File: src/hdl/mbps_pkg.sv
// Shared constants, configuration register codes and the queue entry type
// for the masked byte pattern scanner. No dependencies.
package mbps_pkg;

  localparam int MAX_PATTERN = 16;
  localparam int BYTE_W      = 8;
  localparam int WIN_W       = MAX_PATTERN * BYTE_W;
  localparam int LEN_W       = 5;
  localparam int IDX_W       = 4;
  localparam int POS_W       = 32;
  localparam int MASK_W      = 16;
  localparam int CFG_IDX_W   = 2;
  localparam int CFG_DATA_W  = 64;

  typedef enum logic [CFG_IDX_W-1:0] {
    CFG_PATTERN_LOW    = 2'd0,
    CFG_PATTERN_HIGH   = 2'd1,
    CFG_CARE_MASK      = 2'd2,
    CFG_PATTERN_LENGTH = 2'd3
  } cfg_reg_t;

  typedef struct packed {
    logic [WIN_W-1:0] window;
    logic [LEN_W-1:0] fill;
    logic [POS_W-1:0] pos;
    logic             last;
  } scan_entry_t;

  typedef struct packed {
    logic valid;
    logic ready;
  } hs_t;

endpackage

File: src/hdl/mbps_channels.sv
// Valid/ready channel interfaces for the scanner's byte input and result output.
// Depends on mbps_pkg.
interface mbps_in_if
  import mbps_pkg::*;
();
  logic              valid;
  logic              ready;
  logic [BYTE_W-1:0] data_byte;
  logic              last_byte;

  modport source (output valid, output data_byte, output last_byte, input ready);
  modport sink   (input valid, input data_byte, input last_byte, output ready);
endinterface

interface mbps_out_if
  import mbps_pkg::*;
();
  logic             valid;
  logic             ready;
  logic             found;
  logic [POS_W-1:0] match_offset;

  modport source (output valid, output found, output match_offset, input ready);
  modport sink   (input valid, input found, input match_offset, output ready);
endinterface

File: src/hdl/mbps_front.sv
// Front end: accepts image bytes, keeps the byte window, fill and position,
// and pushes one entry per item into the queue. Depends on mbps_pkg, mbps_channels.
module mbps_front
  import mbps_pkg::*;
(
  input  logic         clk,
  input  logic         rst_n,
  mbps_in_if.sink      in_ch,
  output hs_t          push_hs,
  input  logic         push_ready,
  output scan_entry_t  push_entry
);

  logic [WIN_W-1:0] win_r, win_nxt, win_shift;
  logic [LEN_W-1:0] fill_r, fill_nxt, fill_inc;
  logic [POS_W-1:0] pos_r, pos_nxt;
  logic             accept;

  assign in_ch.ready   = push_ready;
  assign accept        = in_ch.valid && push_ready;
  assign push_hs.valid = in_ch.valid;
  assign push_hs.ready = push_ready;

  assign win_shift = {win_r[WIN_W-BYTE_W-1:0], in_ch.data_byte};
  assign fill_inc  = (fill_r == LEN_W'(MAX_PATTERN)) ? fill_r : fill_r + 1'b1;

  assign push_entry.window = win_shift;
  assign push_entry.fill   = fill_inc;
  assign push_entry.pos    = pos_r;
  assign push_entry.last   = in_ch.last_byte;

  always_comb begin
    win_nxt  = win_r;
    fill_nxt = fill_r;
    pos_nxt  = pos_r;
    if (accept) begin
      if (in_ch.last_byte) begin
        win_nxt  = '0;
        fill_nxt = '0;
        pos_nxt  = '0;
      end else begin
        win_nxt  = win_shift;
        fill_nxt = fill_inc;
        pos_nxt  = (&pos_r) ? pos_r : pos_r + 1'b1;
      end
    end
  end

  always_ff @(posedge clk) begin
    if (!rst_n) begin
      win_r  <= '0;
      fill_r <= '0;
      pos_r  <= '0;
    end else begin
      win_r  <= win_nxt;
      fill_r <= fill_nxt;
      pos_r  <= pos_nxt;
    end
  end

endmodule

File: src/hdl/mbps_queue.sv
// Two-entry queue that decouples the front end from the compare stage.
// Depends on mbps_pkg.
module mbps_queue
  import mbps_pkg::*;
(
  input  logic        clk,
  input  logic        rst_n,
  input  logic        push_valid,
  output logic        push_ready,
  input  scan_entry_t push_entry,
  output logic        pop_valid,
  input  logic        pop_ready,
  output scan_entry_t pop_entry
);

  scan_entry_t mem_r [2];
  logic        wr_ptr_r, wr_ptr_nxt;
  logic        rd_ptr_r, rd_ptr_nxt;
  logic [1:0]  cnt_r, cnt_nxt;
  logic        do_push, do_pop;

  assign push_ready = (cnt_r != 2'd2);
  assign pop_valid  = (cnt_r != 2'd0);
  assign pop_entry  = mem_r[rd_ptr_r];
  assign do_push    = push_valid && push_ready;
  assign do_pop     = pop_valid && pop_ready;

  always_comb begin
    wr_ptr_nxt = do_push ? ~wr_ptr_r : wr_ptr_r;
    rd_ptr_nxt = do_pop ? ~rd_ptr_r : rd_ptr_r;
    cnt_nxt    = cnt_r;
    if (do_push && !do_pop) begin
      cnt_nxt = cnt_r + 1'b1;
    end else if (do_pop && !do_push) begin
      cnt_nxt = cnt_r - 1'b1;
    end
  end

  always_ff @(posedge clk) begin
    if (do_push) begin
      mem_r[wr_ptr_r] <= push_entry;
    end
  end

  always_ff @(posedge clk) begin
    if (!rst_n) begin
      wr_ptr_r <= 1'b0;
      rd_ptr_r <= 1'b0;
      cnt_r    <= '0;
    end else begin
      wr_ptr_r <= wr_ptr_nxt;
      rd_ptr_r <= rd_ptr_nxt;
      cnt_r    <= cnt_nxt;
    end
  end

endmodule

File: src/hdl/mbps_back.sv
// Back end: holds the configuration registers, compares each queued window
// with the masked pattern and registers the result item. Depends on mbps_pkg, mbps_channels.
module mbps_back
  import mbps_pkg::*;
(
  input  logic                  clk,
  input  logic                  rst_n,
  input  logic                  cfg_wr_en,
  input  logic [CFG_IDX_W-1:0]  cfg_index,
  input  logic [CFG_DATA_W-1:0] cfg_wdata,
  input  logic                  pop_valid,
  output logic                  pop_ready,
  input  scan_entry_t           pop_entry,
  mbps_out_if.source            out_ch
);

  logic [CFG_DATA_W-1:0] pat_low_r, pat_high_r;
  logic [MASK_W-1:0]     care_r;
  logic [LEN_W-1:0]      plen_r;

  logic                  done_r, done_nxt;
  logic                  out_valid_r, out_valid_nxt;
  logic                  out_found_r;
  logic [POS_W-1:0]      out_offset_r;

  logic [LEN_W-1:0]      len_eff, len_m1;
  logic [WIN_W-1:0]      pattern;
  logic [MAX_PATTERN-1:0] byte_ok;
  logic                  match;
  logic                  do_pop, emit, emit_found;
  logic [POS_W-1:0]      offset;

  assign pattern = {pat_high_r, pat_low_r};

  always_comb begin
    if (plen_r == '0) begin
      len_eff = LEN_W'(1);
    end else if (plen_r > LEN_W'(MAX_PATTERN)) begin
      len_eff = LEN_W'(MAX_PATTERN);
    end else begin
      len_eff = plen_r;
    end
  end

  assign len_m1 = len_eff - 1'b1;

  always_comb begin
    logic [LEN_W-1:0] idx;
    for (int k = 0; k < MAX_PATTERN; k++) begin
      idx = len_m1 - LEN_W'(k);
      byte_ok[k] = (LEN_W'(k) >= len_eff) || !care_r[k] ||
                   (pop_entry.window[idx[IDX_W-1:0]*BYTE_W +: BYTE_W] ==
                    pattern[k*BYTE_W +: BYTE_W]);
    end
  end

  assign match  = (pop_entry.fill >= len_eff) && (&byte_ok);
  assign offset = pop_entry.pos - {{(POS_W-LEN_W){1'b0}}, len_m1};

  assign pop_ready = !out_valid_r || out_ch.ready;
  assign do_pop    = pop_valid && pop_ready;

  always_comb begin
    done_nxt   = done_r;
    emit       = 1'b0;
    emit_found = 1'b0;
    if (do_pop) begin
      if (done_r) begin
        if (pop_entry.last) begin
          done_nxt = 1'b0;
        end
      end else if (match) begin
        emit       = 1'b1;
        emit_found = 1'b1;
        done_nxt   = !pop_entry.last;
      end else if (pop_entry.last) begin
        emit = 1'b1;
      end
    end
  end

  always_comb begin
    out_valid_nxt = out_valid_r;
    if (out_valid_r && out_ch.ready) begin
      out_valid_nxt = 1'b0;
    end
    if (emit) begin
      out_valid_nxt = 1'b1;
    end
  end

  always_ff @(posedge clk) begin
    if (emit) begin
      out_found_r  <= emit_found;
      out_offset_r <= emit_found ? offset : '0;
    end
  end

  always_ff @(posedge clk) begin
    if (!rst_n) begin
      pat_low_r   <= '0;
      pat_high_r  <= '0;
      care_r      <= '0;
      plen_r      <= LEN_W'(1);
      done_r      <= 1'b0;
      out_valid_r <= 1'b0;
    end else begin
      done_r      <= done_nxt;
      out_valid_r <= out_valid_nxt;
      if (cfg_wr_en) begin
        unique case (cfg_index)
          CFG_PATTERN_LOW:    pat_low_r  <= cfg_wdata;
          CFG_PATTERN_HIGH:   pat_high_r <= cfg_wdata;
          CFG_CARE_MASK:      care_r     <= cfg_wdata[MASK_W-1:0];
          CFG_PATTERN_LENGTH: plen_r     <= cfg_wdata[LEN_W-1:0];
          default: ;
        endcase
      end
    end
  end

  assign out_ch.valid        = out_valid_r;
  assign out_ch.found        = out_found_r;
  assign out_ch.match_offset = out_offset_r;

endmodule

File: src/hdl/masked_byte_pattern_scanner_core.sv
// Top level of the masked byte pattern scanner: front end, queue and back end.
// Depends on mbps_pkg, mbps_channels, mbps_front, mbps_queue, mbps_back.
//
//   port    | direction | carries
//   --------+-----------+-------------------------------------------
//   in_ch   | sink      | data_byte, last_byte (one image byte per item)
//   out_ch  | source    | found, match_offset (at most one per image)
//   cfg_*   | write     | cfg_index selects register, cfg_wdata value
//
// One item is accepted per cycle while the queue has room; the item that causes
// a result passes through the queue entry register and then the result register.
// While a result waits on a stalled output the back end stops, and the
// two-entry queue takes up to two more items before the input stalls.
// Reset is synchronous and active low; it clears the window, the counters,
// the pattern, the care mask and all valid flags, and sets the pattern length to 1.
module masked_byte_pattern_scanner_core
  import mbps_pkg::*;
(
  input  logic                  clk,
  input  logic                  rst_n,
  mbps_in_if.sink               in_ch,
  mbps_out_if.source            out_ch,
  input  logic                  cfg_wr_en,
  input  logic [CFG_IDX_W-1:0]  cfg_index,
  input  logic [CFG_DATA_W-1:0] cfg_wdata
);

  hs_t         push_hs;
  logic        push_ready;
  scan_entry_t push_entry;
  logic        pop_valid;
  logic        pop_ready;
  scan_entry_t pop_entry;

  mbps_front u_front (
    .clk        (clk),
    .rst_n      (rst_n),
    .in_ch      (in_ch),
    .push_hs    (push_hs),
    .push_ready (push_ready),
    .push_entry (push_entry)
  );

  mbps_queue u_queue (
    .clk        (clk),
    .rst_n      (rst_n),
    .push_valid (push_hs.valid),
    .push_ready (push_ready),
    .push_entry (push_entry),
    .pop_valid  (pop_valid),
    .pop_ready  (pop_ready),
    .pop_entry  (pop_entry)
  );

  mbps_back u_back (
    .clk       (clk),
    .rst_n     (rst_n),
    .cfg_wr_en (cfg_wr_en),
    .cfg_index (cfg_index),
    .cfg_wdata (cfg_wdata),
    .pop_valid (pop_valid),
    .pop_ready (pop_ready),
    .pop_entry (pop_entry),
    .out_ch    (out_ch)
  );

  a_accept_pushes: assert property (@(posedge clk) disable iff (!rst_n)
    (in_ch.valid && in_ch.ready) |-> (push_hs.valid && push_hs.ready))
    else $error("Accepted item was not pushed into the queue.");

  a_nomatch_zero_offset: assert property (@(posedge clk) disable iff (!rst_n)
    (out_ch.valid && !out_ch.found) |-> (out_ch.match_offset == '0))
    else $error("Result without a match carries a nonzero offset.");

  a_reset_no_result: assert property (@(posedge clk)
    $rose(rst_n) |-> !out_ch.valid)
    else $error("Result valid right after reset.");

endmodule
File: src/flat_wrapper.sv
// flat-port wrapper written by rule: the top's interface ports become plain ports
module masked_byte_pattern_scanner_core_flat import mbps_pkg::*;
  (clk, rst_n, cfg_wr_en, cfg_index, cfg_wdata, in_ch_valid, in_ch_data_byte, in_ch_last_byte, in_ch_ready, out_ch_valid, out_ch_found, out_ch_match_offset, out_ch_ready);
  mbps_in_if in_ch_i ();
  mbps_out_if out_ch_i ();
  input  logic clk;
  input  logic rst_n;
  input  logic cfg_wr_en;
  input  logic [CFG_IDX_W-1:0] cfg_index;
  input  logic [CFG_DATA_W-1:0] cfg_wdata;
  input wire logic [$bits(in_ch_i.valid)-1:0] in_ch_valid;
  input wire logic [$bits(in_ch_i.data_byte)-1:0] in_ch_data_byte;
  input wire logic [$bits(in_ch_i.last_byte)-1:0] in_ch_last_byte;
  output wire logic [$bits(in_ch_i.ready)-1:0] in_ch_ready;
  output wire logic [$bits(out_ch_i.valid)-1:0] out_ch_valid;
  output wire logic [$bits(out_ch_i.found)-1:0] out_ch_found;
  output wire logic [$bits(out_ch_i.match_offset)-1:0] out_ch_match_offset;
  input wire logic [$bits(out_ch_i.ready)-1:0] out_ch_ready;
  assign in_ch_i.valid = in_ch_valid;
  assign in_ch_i.data_byte = in_ch_data_byte;
  assign in_ch_i.last_byte = in_ch_last_byte;
  assign in_ch_ready = in_ch_i.ready;
  assign out_ch_valid = out_ch_i.valid;
  assign out_ch_found = out_ch_i.found;
  assign out_ch_match_offset = out_ch_i.match_offset;
  assign out_ch_i.ready = out_ch_ready;
  masked_byte_pattern_scanner_core u_core (.clk(clk), .rst_n(rst_n), .in_ch(in_ch_i), .out_ch(out_ch_i), .cfg_wr_en(cfg_wr_en), .cfg_index(cfg_index), .cfg_wdata(cfg_wdata));
endmodule
File: config.mk
export PLATFORM = sky130hd
export DESIGN_NAME = masked_byte_pattern_scanner_core_flat
export DESIGN_NICKNAME = d
export VERILOG_FILES = /design/src/hdl/mbps_pkg.sv /design/src/hdl/mbps_channels.sv /design/src/hdl/mbps_front.sv /design/src/hdl/mbps_queue.sv /design/src/hdl/mbps_back.sv /design/src/hdl/masked_byte_pattern_scanner_core.sv /design/src/flat_wrapper.sv
export SDC_FILE = /design/constraint.sdc
export NUM_CORES = 1
export LEC_CHECK = 0
export BUFFER_PORTS_ARGS = -buffer_cell sky130_fd_sc_hd__buf_2
export CORE_ASPECT_RATIO = 1.2
export CORE_MARGIN = 3
export CORE_UTILIZATION = 35
export CTS_BUF_LIST = sky130_fd_sc_hd__clkbuf_4
export DETAILED_ROUTE_END_ITERATION = 16
export PLACE_DENSITY = 0.63
export SLEW_MARGIN = 15
export SYNTH_ARGS = -nofsm -noshare
export SYNTH_HDL_FRONTEND = slang
export SYNTH_SLANG_ARGS = --single-unit
File: constraint.sdc
create_clock -name clk -period 9.3 [get_ports clk]
set_input_delay 1.86 -clock clk [delete_from_list [all_inputs] [get_ports clk]]
set_output_delay 1.86 -clock clk [all_outputs]
set_load 0.01 [all_outputs]
==> impl_metrics.py <==
metrics = {
    "sta": {
        "fmax_mhz": 140.1,
        "hold_violations": 0,
        "slew-limit-headroom_pct": 22.10,
        "skew_ps": 76.10,
        "fin_crit_sh_pct": 76.75,
        "finalSetupViolations": 0,
        "setup-tns-final_ps": 0,
        "grt_setup_unrepaired": "no",
        "holdWs_ps": 444.7,
        "drv_slew": 0,
        "period_needed_ps": 7137,
        "tightest_slew_ps": 1136,
    },
    "synth": {
        "ys_types": 94,
        "yosysWarnings": 0,
        "synthArstFlopShare_pct": 0,
        "syn_area_per_cell_um2": 10.79,
        "syn_area_um2": 36230,
        "synth-main-ff-cell": "edfxtp_1",
        "syn_inst": 3359,
        "synth_fa_ha_area_share_pct": 1.050,
        "synth_largest_area_cell": "edfxtp_1",
        "ys_ff_latch": 678,
        "synth_fp_nets": 3468,
        "synth_top_family_by_area": "multiplexers",
        "synth_edf_count": 365,
        "muxShareOfSynthArea_pct": 15.50,
        "synth_compound_area_share_pct": 12.56,
        "yosys.area_share.simple_pct": 15.01,
        "synth.yosys.seq_area_share_pct": 47.54,
        "synthTopCellsByArea": "edfxtp_1, dfxtp_1, mux2i_1",
        "synth_top_area_share_pct": 30.25,
        "synth_xor_area_share_pct": 5.121,
    },
    "setup_path": {
        "r2r_start": "u_core.u_back.plen_r[1]$_SDFFE_PN0P_",
        "required_ps": 10140,
        "critical_path.max_stage_delay_ps": 950,
        "cp-end-kind": "flip-flop",
        "crit_path_start_kind": "flip-flop",
        "crit_chain": "buf_4 -> nand2b_2 -> buf_4 -> inv_2 -> buf_4 -> mux2i_1 -> mux2_2 -> a211oi_1 -> a21oi_1 -> xnor2_1 -> nand4_1 -> o41a_1 -> a311oi_1 -> and4_1 -> nand4_4 -> a211oi_1",
        "critPathKind": "reg2reg",
        "reg2reg_depth": 16,
        "r2r_end": "u_core.u_back.out_ch.match_offset[25]$_SDFFCE_PN0P_",
        "r2r_slack_ps": 2160,
        "cpMostUsedCell": "buf_4",
        "crit_fanout": 43,
        "arrival_ps": 7980,
        "crit_slowest_cell": "a211oi_1",
    },
    "routing": {
        "antenna_left": 0,
        "viasPerCell": 5.524,
        "routed.top_layer": "met5",
        "firstDrtPassIters": 6,
        "met3_length_mm": 8.790,
        "wl_mm": 113.1,
        "vias": 27420,
        "met1_length_mm": 44.85,
        "drt_iter0_markers": 2730,
        "wire_per_inst_um": 22.78,
        "drcViolationCount": 0,
        "route.met2.wl_mm": 52.36,
    },
    "finish": {
        "drive_gt1_share_pct": 18.52,
        "layout.area.seq_um2": 17230,
        "area_delta_synth_final_pct": 11.20,
        "fin_area_um2": 40290,
        "final_util_pct": 39.43,
        "num-nets-final": 3575,
        "fillerInstances": 10010,
        "multi_input_area_um2": 17920,
        "layoutNonFillerInstCount": 4964,
    },
    "cts": {
        "cts_buffers": 165,
        "ctsResizeCount": 0,
        "clock_sink_count": 678,
        "cts_hold_buf": 0,
        "clk_pin_slew_ps": 70,
        "cts_setup_buffers": 0,
        "clkLatencyLatePin_ps": 1080,
        "htreeDepth": 4,
        "cts_tree": "done",
        "cts_root_buf": "clkbuf_4",
        "max-clock-path-buffers": 3,
    },
    "grt": {
        "antenna_found_initial": 6,
        "grt_max_degree": 210,
        "grt.total_usage_pct": 20.53,
        "grt_pass1_vias": 26430,
        "grt_pass1_wl_mm": 167.2,
        "gr-total-overflow": 0,
    },
    "floorplan": {
        "die_width_um": 299.7,
        "num_rows": 128,
        "start_util_pct": 35.46,
        "core-area_um2": 102200,
        "ioPinCount": 115,
        "dieArea_um2": 107400,
        "die_h_um": 358.5,
    },
    "placed_design": {
        "place_area_um2": 38040,
        "gp_congestion": 1.004,
        "hpwl_mm": 80.13,
        "placed_cells": 4663,
        "portBuffers": 114,
    },
    "power": {
        "leakagePower_nw": 13.89,
        "peakVddDrop_mv": 0.1798,
        "p_per_area_nw_per_um2": 246.8,
    },
    "hold_path": {
        "hold_depth": 0,
        "hp-class": "reg2reg",
        "min_from": "u_core.u_front.win_r[60]$_SDFFE_PN0P_",
        "worstHoldEndpoint": "u_core.u_queue.mem_r[1][106]$_DFFE_PP_",
    },
    "job": {
        "maxCapViolCount": 0,
    },
    "outcome": {
        "outcome": "finished, final reports clean",
    },
}
## per-stage QoR
| stage | total power, mW | setup slack, ps |
|---|---|---|
| floorplan | 6.145 | 1756 |
| global placement | 7.344 | 1884 |
| finish | 9.944 | 2163 |
| CTS | 9.959 | 1827 |
| detailed placement | 7.357 | 1843 |
| global route | 10.40 | 1852 |
## registers in the layout, summed over array words and instances (netlist names), named ones only
register and flops:
u_core.u_back.care_r 16, u_core.u_back.out_ch.found 1, u_core.u_queue.mem_r 332, u_core.u_queue.wr_ptr_r 1, u_core.u_back.out_ch.valid 1, u_core.u_back.pat_low_r 64
u_core.u_back.done_r 1, u_core.u_back.plen_r 5, u_core.u_front.fill_r 5, u_core.u_front.pos_r 32, u_core.u_front.win_r 120, u_core.u_back.pat_high_r 64
u_core.u_back.out_ch.match_offset 32, u_core.u_queue.cnt_r 2, u_core.u_queue.rd_ptr_r 1
## power by group
group | internal [mW] | leakage [nW] | total (mW) | switching (mW)
Sequential | 3.52 | 6.06 | 3.67 | 0.143
Combinational | 1.33 | 6.51 | 3.72 | 2.39
Clock | 1.37 | 1.32 | 2.56 | 1.19
## cell type report
| class | instances | area share (%) |
|---|---|---|
| Inverter | 36 | 0.3385 |
| Clock inverter | 41 | 0.7142 |
| Clock buffer | 257 | 4.789 |
| Sequential cell | 678 | 42.77 |
| Tap cell | 1365 | 4.239 |
| Timing Repair Buffer | 171 | 2.655 |
| Multi-Input combinational cell | 2414 | 44.48 |
| Antenna cell | 2 | 0.01242 |
## worst max-delay path, delay by kind of cell, from the launching register on
| kind | cells | cell delay, ps |
|---|---|---|
| compound gates | 5 | 2690 |
| buf+inv | 4 | 1780 |
| simple gates | 4 | 1370 |
| mux | 2 | 440 |
| flops | 1 | 320 |
| xor+xnor | 1 | 200 |
## per-layer routing
metal / vias up / GRT usage (%)
met2: 1188 / 33.23
met3: 358 / 5.103
met1: 13200 / 24.75
met4: 2 / 12.42
met5: - / 0
li1: 12680 / -
## cells by family (layout without fill, tap and decap cells)
family,count (synthesis),after routing
buffers and inverters,267,505
XOR/XNOR,208,208
multiplexers,438,438
AND/OR/NAND/NOR,1063,1063
AO/OA/AOI/OAI,675,675
flip-flops,678,678
other,0,2
adder cells (fa/ha/maj),30,30
## synthesized netlist by cell type, types with 7 or more instances
master,number
a211oi_1,18
a21boi_0,151
a21oi_1,194
a221o_1,9
a221oi_1,32
a22o_1,10
a22oi_1,61
a31oi_1,16
and2_1,11
and3_1,20
buf_1,16
buf_2,33
buf_4,7
buf_6,9
clkbuf_1,164
dfxtp_1,313
edfxtp_1,365
ha_1,28
inv_1,27
inv_2,7
mux2_2,50
mux2i_1,294
mux4_2,92
nand2_1,425
nand2b_1,18
nand3_1,38
nand3b_1,9
nand4_1,12
nor2_1,113
nor2_2,28
nor2b_1,139
nor3_1,57
nor3b_1,123
nor4_1,20
o211ai_1,12
o21ai_0,65
o22a_1,7
o22ai_1,30
or2_2,8
or3_1,16
xnor2_1,111
xor2_1,94
## worst max path at each step
| stage | startpoint | end |
|---|---|---|
| CTS | u_core.u_back.plen_r[1]$_SDFFE_PN0P_ | u_core.u_back.out_ch.match_offset[24]$_SDFFCE_PN0P_ |
| floorplan | u_core.u_back.plen_r[4]$_SDFFE_PN0P_ | u_core.u_back.out_ch.found$_DFFE_PP_ |
| detailed placement | u_core.u_back.plen_r[1]$_SDFFE_PN0P_ | u_core.u_back.out_ch.match_offset[25]$_SDFFCE_PN0P_ |
| global placement | u_core.u_back.plen_r[1]$_SDFFE_PN0P_ | u_core.u_back.out_ch.match_offset[25]$_SDFFCE_PN0P_ |
| finish | u_core.u_back.plen_r[1]$_SDFFE_PN0P_ | u_core.u_back.out_ch.match_offset[25]$_SDFFCE_PN0P_ |
| global route | u_core.u_back.plen_r[4]$_SDFFE_PN0P_ | u_core.u_back.out_ch.match_offset[25]$_SDFFCE_PN0P_ |
## cells in the final DEF (no fill, tap or decap), types with 61 or more instances in the layout
master    instances
clkbuf_4        257
buf_2           112
xnor2_1         111
nor3b_1         122
dfxtp_1         311
a21boi_0        151
nand2_1         424
mux4_2           92
o21ai_0          65
mux2i_1         294
nor2b_1         139
a21oi_1         191
edfxtp_1        365
a22oi_1          61
xor2_1           94
nor2_1          111
Power figures use the tool's default switching activity.
